`src/design/wrm_pkg.sv`:
```
// Package for the wildcard matcher: request codes, pattern characters,
// widths and the per-cell control struct. No dependencies.
package wrm_pkg;

	localparam int PATTERN_MAX_DEF = 32;
	localparam int CFG_W           = 6;
	localparam int PAT_IDX_W       = 5;
	localparam int BYTE_W          = 8;

	localparam logic [BYTE_W-1:0] CH_STAR = 8'd42;
	localparam logic [BYTE_W-1:0] CH_DOT  = 8'd46;

	typedef enum logic [1:0] {
		REQ_LOAD  = 2'd0,
		REQ_START = 2'd1,
		REQ_TEXT  = 2'd2
	} req_type_t;

	// broadcast to every cell in the row
	typedef struct packed {
		logic              start;
		logic              step;
		logic [BYTE_W-1:0] text_char;
	} wrm_ctl_t;

endpackage

```
`src/design/wrm_cell.sv`:
```
// One cell of the match row: holds one pattern byte and one row bit.
// Depends on wrm_pkg.
module wrm_cell #(
	parameter bit FIRST = 1'b0
) (
	input  logic                      clk,
	input  logic                      arst_n,
	input  wrm_pkg::wrm_ctl_t         ctl,
	input  logic                      active,
	input  logic                      wr_en,
	input  logic [wrm_pkg::BYTE_W-1:0] wr_byte,
	input  logic [wrm_pkg::BYTE_W-1:0] prev_byte,
	input  logic                      new_m1,
	input  logic                      new_m2,
	input  logic                      old_m1,
	output logic                      new_bit,
	output logic                      row_bit,
	output logic [wrm_pkg::BYTE_W-1:0] pat_byte
);
	import wrm_pkg::*;

	logic [BYTE_W-1:0] pat_q;
	logic              row_q;
	logic              is_star;
	logic              prev_ok;
	logic              own_ok;

	assign is_star = (pat_q == CH_STAR);
	assign prev_ok = (ctl.text_char == prev_byte) || (prev_byte == CH_DOT);
	assign own_ok  = (pat_q == CH_DOT) || (pat_q == ctl.text_char);

	// next row bit; a star in the first position never matches
	always_comb begin
		new_bit = 1'b0;
		if (active) begin
			if (ctl.start) begin
				new_bit = !FIRST && is_star && new_m2;
			end else if (is_star) begin
				new_bit = !FIRST && (new_m1 || new_m2 || (row_q && prev_ok));
			end else begin
				new_bit = old_m1 && own_ok;
			end
		end
	end

	// row bit
	always_ff @(posedge clk or negedge arst_n) begin
		if (!arst_n) begin
			row_q <= 1'b0;
		end else if (ctl.start || ctl.step) begin
			row_q <= new_bit;
		end
	end

	// pattern byte, undefined until loaded
	always_ff @(posedge clk) begin
		if (wr_en) begin
			pat_q <= wr_byte;
		end
	end

	assign row_bit  = row_q;
	assign pat_byte = pat_q;

endmodule

```
`src/design/wildcard_regex_matcher.sv`:
```
// Top level of the streaming dot/star pattern matcher: a row of match cells.
// Depends on wrm_pkg and wrm_cell.
//
//  channel | signals                                   | direction
//  in      | in_valid/in_ready, req_type, pattern_index,| into block
//          | pattern_byte, text_char                   |
//  out     | out_valid/out_ready, matched              | out of block
//  cfg     | cfg_valid/cfg_ready, pattern_length       | into block
//
// One transaction per cycle on the input while in_ready is high; a start or text
// byte gives its result from the output register in the cycle after acceptance.
// The row update ripples combinationally through all cells in the cycle of acceptance.
// in_ready drops only while a result is held and out_ready is low.
// Reset clears the row, the length and the output valid; pattern bytes
// stay undefined until loaded. cfg_ready is always high.
module wildcard_regex_matcher #(
	parameter int PATTERN_MAX = wrm_pkg::PATTERN_MAX_DEF
) (
	input  logic                          clk,
	input  logic                          arst_n,
	input  logic                          in_valid,
	output logic                          in_ready,
	input  logic [1:0]                    req_type,
	input  logic [wrm_pkg::PAT_IDX_W-1:0] pattern_index,
	input  logic [wrm_pkg::BYTE_W-1:0]    pattern_byte,
	input  logic [wrm_pkg::BYTE_W-1:0]    text_char,
	output logic                          out_valid,
	input  logic                          out_ready,
	output logic                          matched,
	input  logic                          cfg_valid,
	output logic                          cfg_ready,
	input  logic [wrm_pkg::CFG_W-1:0]     pattern_length
);
	import wrm_pkg::*;

	localparam int LEN_W = $clog2(PATTERN_MAX + 1);

	logic [LEN_W-1:0]   len_q;
	logic               row0_q;
	logic               out_valid_q;
	logic               matched_q;
	logic               in_acc;
	logic               load_en;
	logic               has_result;
	req_type_t          req;
	wrm_ctl_t           ctl;
	logic [PATTERN_MAX:0] new_row;
	logic [PATTERN_MAX:0] cur_row;
	logic [BYTE_W-1:0]  cell_byte [1:PATTERN_MAX];

	// handshake
	assign req        = req_type_t'(req_type);
	assign in_ready   = !out_valid_q || out_ready;
	assign in_acc     = in_valid && in_ready;
	assign load_en    = in_acc && (req == REQ_LOAD);
	assign has_result = (req == REQ_START) || (req == REQ_TEXT);

	assign ctl.start     = in_acc && (req == REQ_START);
	assign ctl.step      = in_acc && (req == REQ_TEXT);
	assign ctl.text_char = text_char;

	// effective pattern length, clamped to the cell count
	assign cfg_ready = 1'b1;
	always_ff @(posedge clk or negedge arst_n) begin
		if (!arst_n) begin
			len_q <= '0;
		end else if (cfg_valid) begin
			if (pattern_length > CFG_W'(PATTERN_MAX)) begin
				len_q <= LEN_W'(PATTERN_MAX);
			end else begin
				len_q <= LEN_W'(pattern_length);
			end
		end
	end

	// row bit zero: set by start, cleared by any text byte
	assign new_row[0] = ctl.start;
	assign cur_row[0] = row0_q;
	always_ff @(posedge clk or negedge arst_n) begin
		if (!arst_n) begin
			row0_q <= 1'b0;
		end else if (ctl.start || ctl.step) begin
			row0_q <= ctl.start;
		end
	end

	// cell row, position j holds pattern byte j-1
	for (genvar j = 1; j <= PATTERN_MAX; j++) begin : g_cell
		logic              active;
		logic              wr_en;
		logic [BYTE_W-1:0] prev_byte;
		logic              new_m2;

		assign active = (LEN_W'(j) <= len_q);
		assign wr_en  = load_en && (CFG_W'(pattern_index) == CFG_W'(j - 1));

		if (j == 1) begin : g_head
			assign prev_byte = '0;
			assign new_m2    = 1'b0;
		end else begin : g_body
			assign prev_byte = cell_byte[j-1];
			assign new_m2    = new_row[j-2];
		end

		wrm_cell #(
			.FIRST (j == 1)
		) u_cell (
			.clk       (clk),
			.arst_n    (arst_n),
			.ctl       (ctl),
			.active    (active),
			.wr_en     (wr_en),
			.wr_byte   (pattern_byte),
			.prev_byte (prev_byte),
			.new_m1    (new_row[j-1]),
			.new_m2    (new_m2),
			.old_m1    (cur_row[j-1]),
			.new_bit   (new_row[j]),
			.row_bit   (cur_row[j]),
			.pat_byte  (cell_byte[j])
		);
	end

	// output register
	always_ff @(posedge clk or negedge arst_n) begin
		if (!arst_n) begin
			out_valid_q <= 1'b0;
		end else if (in_acc && has_result) begin
			out_valid_q <= 1'b1;
		end else if (out_ready) begin
			out_valid_q <= 1'b0;
		end
	end

	always_ff @(posedge clk) begin
		if (in_acc && has_result) begin
			matched_q <= new_row[len_q];
		end
	end

	assign out_valid = out_valid_q;
	assign matched   = matched_q;

endmodule

```
`config.mk`:
```
export PLATFORM = sky130hd
export DESIGN_NAME = wildcard_regex_matcher
export DESIGN_NICKNAME = d
export VERILOG_FILES = /design/src/design/wrm_pkg.sv /design/src/design/wrm_cell.sv /design/src/design/wildcard_regex_matcher.sv
export SDC_FILE = /design/constraint.sdc
export NUM_CORES = 1
export LEC_CHECK = 0
export CORE_MARGIN = 1.5
export CORE_UTILIZATION = 30
export DETAILED_ROUTE_END_ITERATION = 10
export DONT_BUFFER_PORTS = 1
export GPL_TIMING_DRIVEN = 0
export PLACE_DENSITY = 0.43
export SLEW_MARGIN = 40
export SYNTH_ARGS = -nofsm -noshare
export SYNTH_HDL_FRONTEND = slang
export SYNTH_HIERARCHICAL = 1
export SYNTH_SLANG_ARGS = --single-unit
```
`constraint.sdc`:
```
create_clock -name clk -period 23.6 [get_ports clk]
set_input_delay 2.36 -clock clk [delete_from_list [all_inputs] [get_ports clk]]
set_output_delay 2.36 -clock clk [all_outputs]
set_load 0.05 [all_outputs]
```
Word level (Yosys, flattened, before mapping)

Cells that the tools add are included.

Flip-flop bits (word level): 297
Input port bits: 34
Output and inout port bits: 4
Word-level logic and storage cells: 626

Order comparisons: 34
Eq/ne operators: 160
Mux-type cells: 101
Reduce and logical (&&, ||, !) cells: 263

Operator list:

| operator                                                               | count |
|---|---|
| 8-bit by 6-bit equality test with 1-bit output (second input constant) | 64 |
| 8-bit equality test                                                    | 63 |
| 1-bit logical AND                                                      | 131 |
| 1-bit logical OR                                                       | 128 |
| 1-bit 2-to-1 mux                                                       | 99 |
| 5-bit by 6-bit <= comparator with 1-bit output (first input constant)  | 16 |
| 5-bit equality test (second input constant)                            | 16 |
| 4-bit by 6-bit <= comparator with 1-bit output (first input constant)  | 8 |
| 5-bit by 4-bit equality test with 1-bit output (second input constant) | 8 |
| 3-bit by 6-bit <= comparator with 1-bit output (first input constant)  | 4 |
| 5-bit by 3-bit equality test with 1-bit output (second input constant) | 4 |
| 2-bit by 6-bit <= comparator with 1-bit output (first input constant)  | 2 |
| 5-bit by 2-bit equality test with 1-bit output (second input constant) | 2 |
| 6-bit by 7-bit < comparator with 1-bit output (second input constant)  | 1 |
| 1-bit binary-select mux with 6-bit select                              | 1 |
| 6-bit > comparator (second input constant)                             | 1 |
| 1-bit by 6-bit <= comparator with 1-bit output (first input constant)  | 1 |
| 6-bit <= comparator (first input constant)                             | 1 |
| 6-bit 2-to-1 mux                                                       | 1 |
| 5-bit by 1-bit equality test with 1-bit output (second input constant) | 1 |
| 5-bit zero test                                                        | 1 |
| 2-bit by 1-bit equality test with 1-bit output (second input constant) | 1 |
| 2-bit equality test (second input constant)                            | 1 |
| 2-bit zero test                                                        | 1 |
| 2 further kinds                                                        | 2 |

Depth between registers and ports, before layout

Gate-level depths: netlist of run 1.

Depth after elaboration: 163
Gate-level depth with buffers: 74

Hierarchy

The synthesis of run 1 kept the hierarchy.

Modules (own cells, without submodules):

| module                           | instances | cells each | area an instance (um2) | seq. area each (um2) |
|---|---|---|---|---|
| wrm_cell (g_cell[10].u_cell ...) | 31        | 49         | 569.3                  | 265.3 |
| wildcard_regex_matcher           | 1         | 185        | 1276.2                 | 230.2 |
| wrm_cell (g_cell[1].u_cell)      | 1         | 28         | 411.6                  | 265.3 |

Worst setup path before layout of run 1

Ideal clock, no wire load.

Kind: input to register
From: input port out_ready
To: register matched_q (netlist: matched) (data pin)
Arrival: 21.691 ns
Required time: 23.341 ns
Slack: 1.650 ns
Cell stages on the path: 72
Path through: nand2b_4 > and3_1 > nand4b_1 > or4_1 > o41ai_1 > o41ai_2 > a21boi_1 > o41ai_2 > a21boi_1 > o41ai_2 > a21boi_1 > o41ai_2 > a21boi_1 > o41ai_2 > a21boi_1 > o41ai_2 > a21boi_1 > o41ai_2 > (+36 left out) > a21boi_1 > o41ai_2 > a21boi_1 > o41ai_2 > a21boi_1 > o41ai_2 > a21boi_1 > o41ai_2 > a21boi_1 > o41ai_2 > a21boi_1 > o41ai_2 > a21boi_1 > nand4bb_1 > o31ai_1 > nand3_1 > a21oi_1 > a211o_1

RTL lines:

| what                   | RTL line                      | RTL |
|---|---|---|
| start: declaration     | wildcard_regex_matcher.sv:28  | `input logic out_ready,` |
| end signal: assignment | wildcard_regex_matcher.sv:137 | `matched_q <= new_row[len_q];` |
| end: declaration       | wildcard_regex_matcher.sv:41  | `logic matched_q;` |

==> impl_results.md, run 1 <==
* Run status: finished clean
* Drt drc at 0
* Worst-case headroom to the max-slew limit at 0.404
* Final instance area at 0.0221 sq mm
* Count of warnings emitted by yosys at 6
* CTS tree: built
* Synthesized Nets at 1768
* Floorplan die area at 0.0660 sq mm
* Number of hold-slack violations in the final timing report at 0
* DP Area at 0.0205 sq mm
* Data arrival time at the worst-slack endpoint at 22790 ps
* Number of fill cells at 6189
* Crit path buf inv count at 2
* Number of antenna violations at the first check in global routing at 0
* Final critical-path setup slack at 1120 ps
* Detailed-router iteration count before antenna repair at 5
* Count of standard-cell rows at 92
* Post-synthesis area per instance at 11.2 sq um
* Share of post-route cells with drive strength above 1 at 0.115
* Initial detailed-routing violation count at 959
* Net total in the final layout at 1818
* Kind of start point of the critical path: primary input
* Height of the die at 257 um
* Cell count after synthesis at 1731
* Skew-Pair Late Insertion Delay at 570 ps
* CTS Root Buffer Type: clkbuf_16
* Synth Cell Area at 0.0193 sq mm
* Met1 Track Usage GR at 0.273
* Total global-route track usage at 0.192
* H-tree depth at 2
* Met3 Resource Use GR at 0.0298
* Core footprint at 0.0634 sq mm
* Post-placement worst setup slack at -1640 ps
* Final Skew at 25.8 ps
* PortBufs at 0
* Total clock buffers created by CTS at 38
* Wire length reported by the detailed router at 64200 um
* Final clock period utilization by the worst path at 0.953
* Global-route wire length before repair at 94600 um
* Actual transition at the worst max-transition pin at 891 ps
* Met2 usage in global routing at 0.299
* Final global-route overflow total at 0
* Number of pins exceeding their max-slew limit in the final report at 0
* WS Path Type: primary input to flop
* Critical Path End Type: flop
* Number of top-level pins at 38
* Final count of negative-setup-slack endpoints at 0
* Global placer's final weighted congestion at 0.834
* Delay-heaviest family, CP: compound AO/OA/AOI/OAI gates
* Total vias in the final route at 14335
* Area delta synth->final at 14.2%
* Maximum fanout encountered on the critical timing path at 5
* Clock edge transition at the registers on the reported setup and hold paths at 60 ps
* Pwr dens at 59.8 mW/mm^2
* Antenna Nets Post-Route at 0
* Routed wire per std cell at 24.2 um
* Post-route insts no fill at 2656
* Post-DR vias/cell at 5.40
* Horizontal extent of the die at 257 um
* Maximum buffer depth of the clock tree at 3
* Type of the worst min-delay path: flop to flop
* Critical-path top delay cell: o41ai_2
* Reported leakage power at 7.11 nW
* Worst Path Required at 23910 ps
* Clock sink count at 297
* Peak ir drop on the vdd network at 0.0360 mV
* Initial core utilization at 0.305
* Overall power consumption at 1.32 mW
* CTS Hold Bufs at 0
* Maximum number of pins on one net before global-route repair at 64
* Longest individual stage delay on the worst path at 470 ps
* Number of cells in the design after placement at 2580
* Peak clock frequency supported by timing at 44.5 MHz
* Final Core Density at 0.348
* Vias in the first global route at 14433
* Clock period minus final worst setup slack at 22480 ps
* MaxCap Viol Count at 0
* HPWL after detailed placement at 37000 um
* Global-route layer with the greatest usage: met2
* Most numerous cell on the critical path: a21boi_2
-- where the power goes --
| part | switching [mW] | leakage [nW] | internal (mW) |
|---|---|---|---|
| Sequential | 0.0194 | 2.82 | 0.585 |
| Clock | 0.232 | 0.640 | 0.377 |
| Combinational | 0.0579 | 3.65 | 0.0484 |
-- registers in the layout, summed over array words and instances, names as in the netlist --
register and flops:
row0_q 1, out_valid 1, g_cell.u_cell/row_bit 32, len_q 6
g_cell.u_cell/pat_byte 256, matched 1
-- placed cells by master, fill, tap and decap left out, drive strengths merged, types with 3 or more instances in the layout --
cell type / count
clkinvlp: 3
o21ai: 13
clkinv: 8
o21bai: 11
a21oi: 66
nor3: 35
buf: 14
mux4: 6
nand3b: 40
ha: 3
or4: 32
inv: 44
clkbuf: 62
a221oi: 31
nand4: 35
o41ai: 32
mux2i: 34
a21boi: 31
or3: 31
nor4: 155
xor2: 465
xnor2: 39
nor2: 106
nand2b: 5
and3: 3
nand2: 113
bufinv: 4
nor4bb: 31
edfxtp: 257
nand3: 41
dfrtp: 40
-- path summary, 6_finish.rpt --
path                                        endpoint  slack (ps)                      from  cells past startpoint
setup reg to reg                             matched        1400                  len_q[4]                     75
max in group asynchronous   g_cell[7].u_cell/row_bit       21980                    arst_n                      0
hold / removal              g_cell[1].u_cell/row_bit         510  g_cell[1].u_cell/row_bit                      1
hold reg to reg             g_cell[1].u_cell/row_bit         510  g_cell[1].u_cell/row_bit                      1
min in group asynchronous  g_cell[14].u_cell/row_bit        1490                    arst_n                      0
setup / recovery                             matched        1120               req_type[1]                     74
-- metrics by stage --
stage / hold slack (ps) / setup TNS, ps
global placement: 490 / -14510
finish: 510 / 0
floorplan: 466 / 0
global route: 537 / -60.6
detailed placement: 494 / -2720
CTS: 506 / 0
-- cell type report --
type	instances	area, sq um	area share
timing repair buffer	9	105	0.00476
clock buffer	52	1130	0.0511
tap	846	1060	0.0480
antenna	2	5.00	0.000227
sequential	297	8720	0.395
inverter	44	165	0.00748
buffer	15	73.8	0.00334
clock inverter	15	185	0.00839
multi-input combinational	1376	10600	0.482
-- routing by layer --
| layer | share of wire | wire length (um) |
|---|---|---|
| met5 | 0 | 0 |
| met4 | 0.025 | 1570 |
| met3 | 0.054 | 3500 |
| met2 | 0.44 | 28500 |
| met1 | 0.48 | 30700 |
-- timing repair --
item | CTS | global route
gates resized for setup | 13 | 24
cloned | 1 | 0
setup endpoints to repair | 2 | 3
buffers inserted | 3 | 3
pin swaps | 7 | 13
No activity file was read; power rests on OpenSTA's default activity.
==> inputs of run 2 (changes only) <==
==> constraint.sdc (replaced) <==
create_clock -name clk -period 23.6 [get_ports clk]
set_input_delay 5.9 -clock clk [delete_from_list [all_inputs] [get_ports clk]]
set_output_delay 5.9 -clock clk [all_outputs]
set_load 0.05 [all_outputs]
==> impl_results.md, run 2 (synthesized netlist as in run 1, its figures left out) <==
* Skew-Pair Late Insertion Delay at 550 ps (-20 ps)
* Floorplan die area at 0.0660 sq mm (unchanged)
* Clock edge transition at the registers on the reported setup and hold paths at 50 ps (about the same)
* Number of pins exceeding their max-slew limit in the final report at 0 (unchanged)
* Final global-route overflow total at 0 (unchanged)
* Violations in the final reports: setup timing
* Peak clock frequency supported by timing at 41.8 MHz (-6.1%)
* Type of the worst min-delay path: flop to flop
* Count of standard-cell rows at 92 (unchanged)
* Initial detailed-routing violation count at 913 (-4.8%)
* Post-DR vias/cell at 5.30 (-1.8%)
* Crit path buf inv count at 2 (unchanged)
* Longest individual stage delay on the worst path at 450 ps (-20 ps)
* Number of fill cells at 6248 (+0.95%)
* WS Path Type: primary input to flop
* MaxCap Viol Count at 0 (unchanged)
* Final critical-path setup slack at -348 ps (-1470 ps)
* HPWL after detailed placement at 37000 um (-0.14%)
* Horizontal extent of the die at 257 um (unchanged)
* Maximum fanout encountered on the critical timing path at 7 (+2)
* Final Skew at 10.3 ps (-15.5 ps)
* Final count of negative-setup-slack endpoints at 1 (+1)
* Critical-path top delay cell: o41ai_4
* Area delta synth->final at 17.1%
* Final Core Density at 0.357 (+0.00905)
* Reported leakage power at 7.43 nW (+4.5%)
* Global-route wire length before repair at 94400 um (-0.22%)
* Share of post-route cells with drive strength above 1 at 0.142 (+0.0270)
* Global placer's final weighted congestion at 0.818 (-1.9%)
* Clock sink count at 297 (unchanged)
* Clock period minus final worst setup slack at 23950 ps (+1470 ps)
* Kind of start point of the critical path: primary input
* Peak ir drop on the vdd network at 0.0400 mV (+11%)
* Multi-input combinational cell area at 0.0109 sq mm (+2.1%)
* Run status: finished, violations left
* Net total in the final layout at 1872 (+3.0%)
* H-tree depth at 2 (unchanged)
* Total global-route track usage at 0.190 (-0.00199)
* DP Area at 0.0206 sq mm (+0.51%)
* Most frequent cells in the layout: xor2_1 (465), edfxtp_1 (257), nor4_1 (155)
* Delay-heaviest family, CP: compound AO/OA/AOI/OAI gates
* Final instance area at 0.0226 sq mm (+2.6%)
* CTS Hold Bufs at 0 (unchanged)
* Actual transition at the worst max-transition pin at 738 ps (-154 ps)
* Number of antenna violations at the first check in global routing at 3 (+3)
* Number of top-level pins at 38 (unchanged)
* Detailed-router iteration count before antenna repair at 5 (unchanged)
* Number of flip-flops in the largest register at 256 (unchanged)
* Total vias in the final route at 14365 (+0.21%)
* CTS Root Buffer Type: clkbuf_16
* Worst Path Required at 23870 ps (-40 ps)
* Height of the die at 257 um (unchanged)
* Final clock period utilization by the worst path at 1.01 (+0.0621)
* Antenna Nets Post-Route at 0 (unchanged)
* Number of antenna repair diodes at 0 (-2)
* PortBufs at 0 (unchanged)
* Routed wire per std cell at 23.3 um (-3.6%)
* Core footprint at 0.0634 sq mm (unchanged)
* Maximum buffer depth of the clock tree at 3 (unchanged)
* Setup repair after global routing missed its margin: yes
* Data arrival time at the worst-slack endpoint at 24220 ps (+1430 ps)
* Footprint of the flip-flops and latches at 0.00872 sq mm (unchanged)
* Maximum number of pins on one net before global-route repair at 64 (unchanged)
* Worst-case headroom to the max-slew limit at 0.504 (+0.0994)
* Total clock buffers created by CTS at 39 (+2.6%)
* Critical Path End Type: flop
* CTS tree: built
* Drt drc at 0 (unchanged)
* Wire length reported by the detailed router at 63200 um (-1.6%)
* Pwr dens at 56.9 mW/mm^2 (-4.8%)
* Vias in the first global route at 14648 (+1.5%)
* Initial core utilization at 0.305 (unchanged)
* Commonest non-fill, non-tap cell in the layout: xor2_1
* Number of hold-slack violations in the final timing report at 0 (unchanged)
run 2: cell count changes in the layout (fill, tap and decap cells not counted), sizes merged:
cell and delta:
clkinv +5, clkbuf +4, and3 -1, buf +53, clkinvlp -3, bufinv -2, bufbuf +1, diode -2
run 2: what timing repair did:
action,in CTS,in global routing
setup endpoints to repair,6,4
pin swaps,64,66
resized for setup,22,17
cloned,1,0
setup buffers,45,15
run 2: where the power goes:
part	internal, mW	switching, mW
logic	0.0496	0.0581
registers	0.585	0.0199
clock network	0.351	0.225
run 2: area by class of cell:
type | instances | share of cell area
inverter | 44 | 0.00729
tap | 846 | 0.0467
buffer | 15 | 0.00326
multi-input combinational | 1375 | 0.480
clock buffer | 56 | 0.0496
timing repair buffer | 63 | 0.0233
clock inverter | 15 | 0.00530
sequential | 297 | 0.385
run 2: routing by layer:
| metal | global-route usage | share of wire | vias up | wire length [um] |
|---|---|---|---|---|
| li1 | - | - | 6714 | - |
| met1 | 0.273 | 0.49 | 7313 | 31000 |
| met2 | 0.302 | 0.45 | 270 | 28600 |
| met3 | 0.0259 | 0.040 | 68 | 2510 |
| met4 | 0.0441 | 0.018 | 0 | 1120 |
| met5 | 0 | 0 | - | 0 |
run 2: metrics by stage:
stage | hold WS, ps | std cells | TNS [ps] | setup slack [ps] | total power [mW]
4_1_cts | 506 | 2697 | -1840 | -1330 | 1.30
3_5_place_dp | 490 | 2580 | -13070 | -4090 | 0.720
5_1_grt | 554 | 2711 | -1900 | -1320 | 1.34
2_1_floorplan | 466 | 1731 | 0 | 5.33 | 0.689
3_3_place_gp | 490 | 2577 | -14550 | -4320 | 0.717
6_report | 507 | 2711 | -348 | -348 | 1.29
run 2: final timing paths:
kind                                           from                         to  slack (ps)  cells after the start
max                                       out_ready                    matched        -350                     74
min reg2reg                g_cell[1].u_cell/row_bit   g_cell[1].u_cell/row_bit         510                      1
min in group asynchronous                    arst_n  g_cell[20].u_cell/row_bit        5050                      0
min                        g_cell[1].u_cell/row_bit   g_cell[1].u_cell/row_bit         510                      1
max in group asynchronous                    arst_n                   len_q[5]       18430                      0
max reg2reg                                len_q[4]                    matched        3660                     76
==> inputs of run 3 (changes only) <==
--- a/config.mk
+++ b/config.mk
@@ -7,6 +7,7 @@
 export LEC_CHECK = 0
 export CORE_MARGIN = 1.5
 export CORE_UTILIZATION = 30
+export CTS_BUF_LIST = sky130_fd_sc_hd__clkbuf_8
 export DETAILED_ROUTE_END_ITERATION = 10
 export DONT_BUFFER_PORTS = 1
 export GPL_TIMING_DRIVEN = 0
==> impl_results.md, run 3 (synthesized netlist as in run 1, its figures left out) <==
* CTS tree: built
* Final Skew at 16.4 ps (+6.05 ps)
* Worst Path Required at 23960 ps (+90 ps)
* Final clock period utilization by the worst path at 1.01 (-0.00345)
* HPWL after detailed placement at 37000 um (unchanged)
* Type of the worst min-delay path: flop to flop
* Clock sink count at 297 (unchanged)
* Clock period minus final worst setup slack at 23870 ps (-81.4 ps)
* Total clock buffers created by CTS at 56 (+44%)
* Global-route wire length before repair at 95000 um (+0.65%)
* Portion of total power attributed to the clock network at 0.411 (-0.036)
* Number of top-level pins at 38 (unchanged)
* Net switching power figure at 0.304 mW (+0.40%)
* Worst-case headroom to the max-slew limit at 0.496 (-0.00723)
* Final global-route overflow total at 0 (unchanged)
* Detailed-router iteration count before antenna repair at 5 (unchanged)
* Power Internal at 0.905 mW (-8.1%)
* Sw Share at 0.252 (+0.0164)
* Maximum fanout encountered on the critical timing path at 7 (unchanged)
* Number of antenna violations at the first check in global routing at 5 (+2)
* Kind of start point of the critical path: primary input
* Peak clock frequency supported by timing at 41.9 MHz (+0.34%)
* Maximum buffer depth of the clock tree at 3 (unchanged)
* Comb pwr share at 0.089 (+0.005)
* Core footprint at 0.0634 sq mm (unchanged)
* H-tree depth at 2 (unchanged)
* Sequential cell fraction of total power at 0.500 (+0.031)
* Antenna Nets Post-Route at 0 (unchanged)
* Critical Path End Type: flop
* Wire length reported by the detailed router at 64000 um (+1.2%)
* Data arrival time at the worst-slack endpoint at 24220 ps (about the same)
* Peak ir drop on the vdd network at 0.0335 mV (-16%)
* Final Core Density at 0.355 (-0.00248)
* Initial core utilization at 0.305 (unchanged)
* PortBufs at 0 (unchanged)
* Post-DR vias/cell at 5.30 (about the same)
* MaxCap Viol Count at 0 (unchanged)
* WS Path Type: primary input to flop
* Drt drc at 0 (unchanged)
* Post-placement worst setup slack at -4090 ps (unchanged)
* Vias in the first global route at 14803 (+1.1%)
* Floorplan die area at 0.0660 sq mm (unchanged)
* Routed wire per std cell at 23.3 um (about the same)
* Total vias in the final route at 14532 (+1.2%)
* CTS Hold Bufs at 0 (unchanged)
* Worst Reg2Reg Path Length in Cells at 76 (unchanged)
* Maximum number of pins on one net before global-route repair at 64 (unchanged)
* Count of standard-cell rows at 92 (unchanged)
* Number of flip-flops in the largest register at 256 (unchanged)
* Run status: finished, violations left
* Longest individual stage delay on the worst path at 450 ps (about the same)
* Initial detailed-routing violation count at 952 (+4.3%)
* Clock edge transition at the registers on the reported setup and hold paths at 60 ps (about the same)
* Most frequent cells in the layout: xor2_1 (465), edfxtp_1 (257), nor4_1 (155)
* Share of post-route cells with drive strength above 1 at 0.148 (+0.00574)
* Violations in the final reports: setup timing
* Final count of negative-setup-slack endpoints at 1 (unchanged)
* Area delta synth->final at 16.3%
* Pwr dens at 53.8 mW/mm^2 (-5.5%)
* Commonest non-fill, non-tap cell in the layout: xor2_1
* Number of pins exceeding their max-slew limit in the final report at 0 (unchanged)
* Skew-Pair Late Insertion Delay at 650 ps (+100 ps)
* Final critical-path setup slack at -267 ps (+81.4 ps)
* Total global-route track usage at 0.192 (+0.00129)
* Critical-path top delay cell: o41ai_4
* Setup repair after global routing missed its margin: yes
* Global placer's final weighted congestion at 0.818 (unchanged)
* CTS Root Buffer Type: clkbuf_8
* Net total in the final layout at 1889 (+0.91%)
* Height of the die at 257 um (unchanged)
* Reported leakage power at 7.45 nW (+0.31%)
* Worst hold path stage count at 1 (unchanged)
* Number of hold-slack violations in the final timing report at 0 (unchanged)
* Actual transition at the worst max-transition pin at 748 ps (+10.7 ps)
* Horizontal extent of the die at 257 um (unchanged)
[run 3: changes by cell type in the layout (fill, tap and decap cells not counted), sizes merged]
cell,delta
bufinv,+1
clkbuf,+6
diode,+1
inv,+22
[run 3: cell type report]
cell class              count  area [sq um]
plain buffers              15          73.8
clock buffers              62           853
fillers                  6321         40900
clock inverters            38           229
multi-input cells        1375         10900
repair buffers             63           527
diodes                      1          2.50
flip-flops and latches    297          8720
inverters                  44           165
well taps                 846          1060
[run 3: path summary, 6_finish.rpt]
path	start	end	slack [ps]
worst min-delay path	g_cell[1].u_cell/row_bit	g_cell[1].u_cell/row_bit	510
worst min register to register	g_cell[1].u_cell/row_bit	g_cell[1].u_cell/row_bit	510
max in group asynchronous	arst_n	g_cell[23].u_cell/row_bit	18520
min in group asynchronous	arst_n	g_cell[14].u_cell/row_bit	4950
worst max register to register	len_q[4]	matched	3650
worst max-delay path	out_ready	matched	-270
[run 3: power groups by stage]
stage | Combinational, mW | Clock, mW | Sequential, mW
global placement | 0.101 | 0 | 0.615
floorplan | 0.0821 | 0 | 0.607
detailed placement | 0.105 | 0 | 0.615
CTS | 0.108 | 0.514 | 0.605
global route | 0.119 | 0.535 | 0.607
finish | 0.108 | 0.497 | 0.605
[run 3: what timing repair did]
item                       CTS  global route
buffers inserted            45            15
pin swaps                   64            66
cloned                       1             0
setup endpoints to repair    5             4
resized for setup           22            17
[run 3: per-layer routing]
layer / track usage / routed length, um / vias to the layer above
li1: - / - / 6753
met1: 0.272 / 31100 / 7397
met2: 0.302 / 28800 / 297
met3: 0.0309 / 2900 / 85
met4: 0.0511 / 1180 / 0
met5: 0 / 0 / -
[run 3: critical path: cells and delay by family]
family	cells	cell delay (ps)
compound gates	66	16950
buf+inv	2	360
simple gates	6	940
[run 3: per-stage QoR]
step / cells / total power, mW / area, sq um / hold WS [ps] / TNS [ps]
final: 2741 / 1.21 / 22500 / 509 / -267
after global routing: 2740 / 1.26 / 22500 / 556 / -1690
after CTS: 2726 / 1.23 / 22200 / 508 / -1620
after detailed placement: 2580 / 0.720 / 20600 / 490 / -13070
after global placement: 2577 / 0.717 / 20500 / 490 / -14550
after floorplan: 1731 / 0.689 / 19400 / 466 / 0
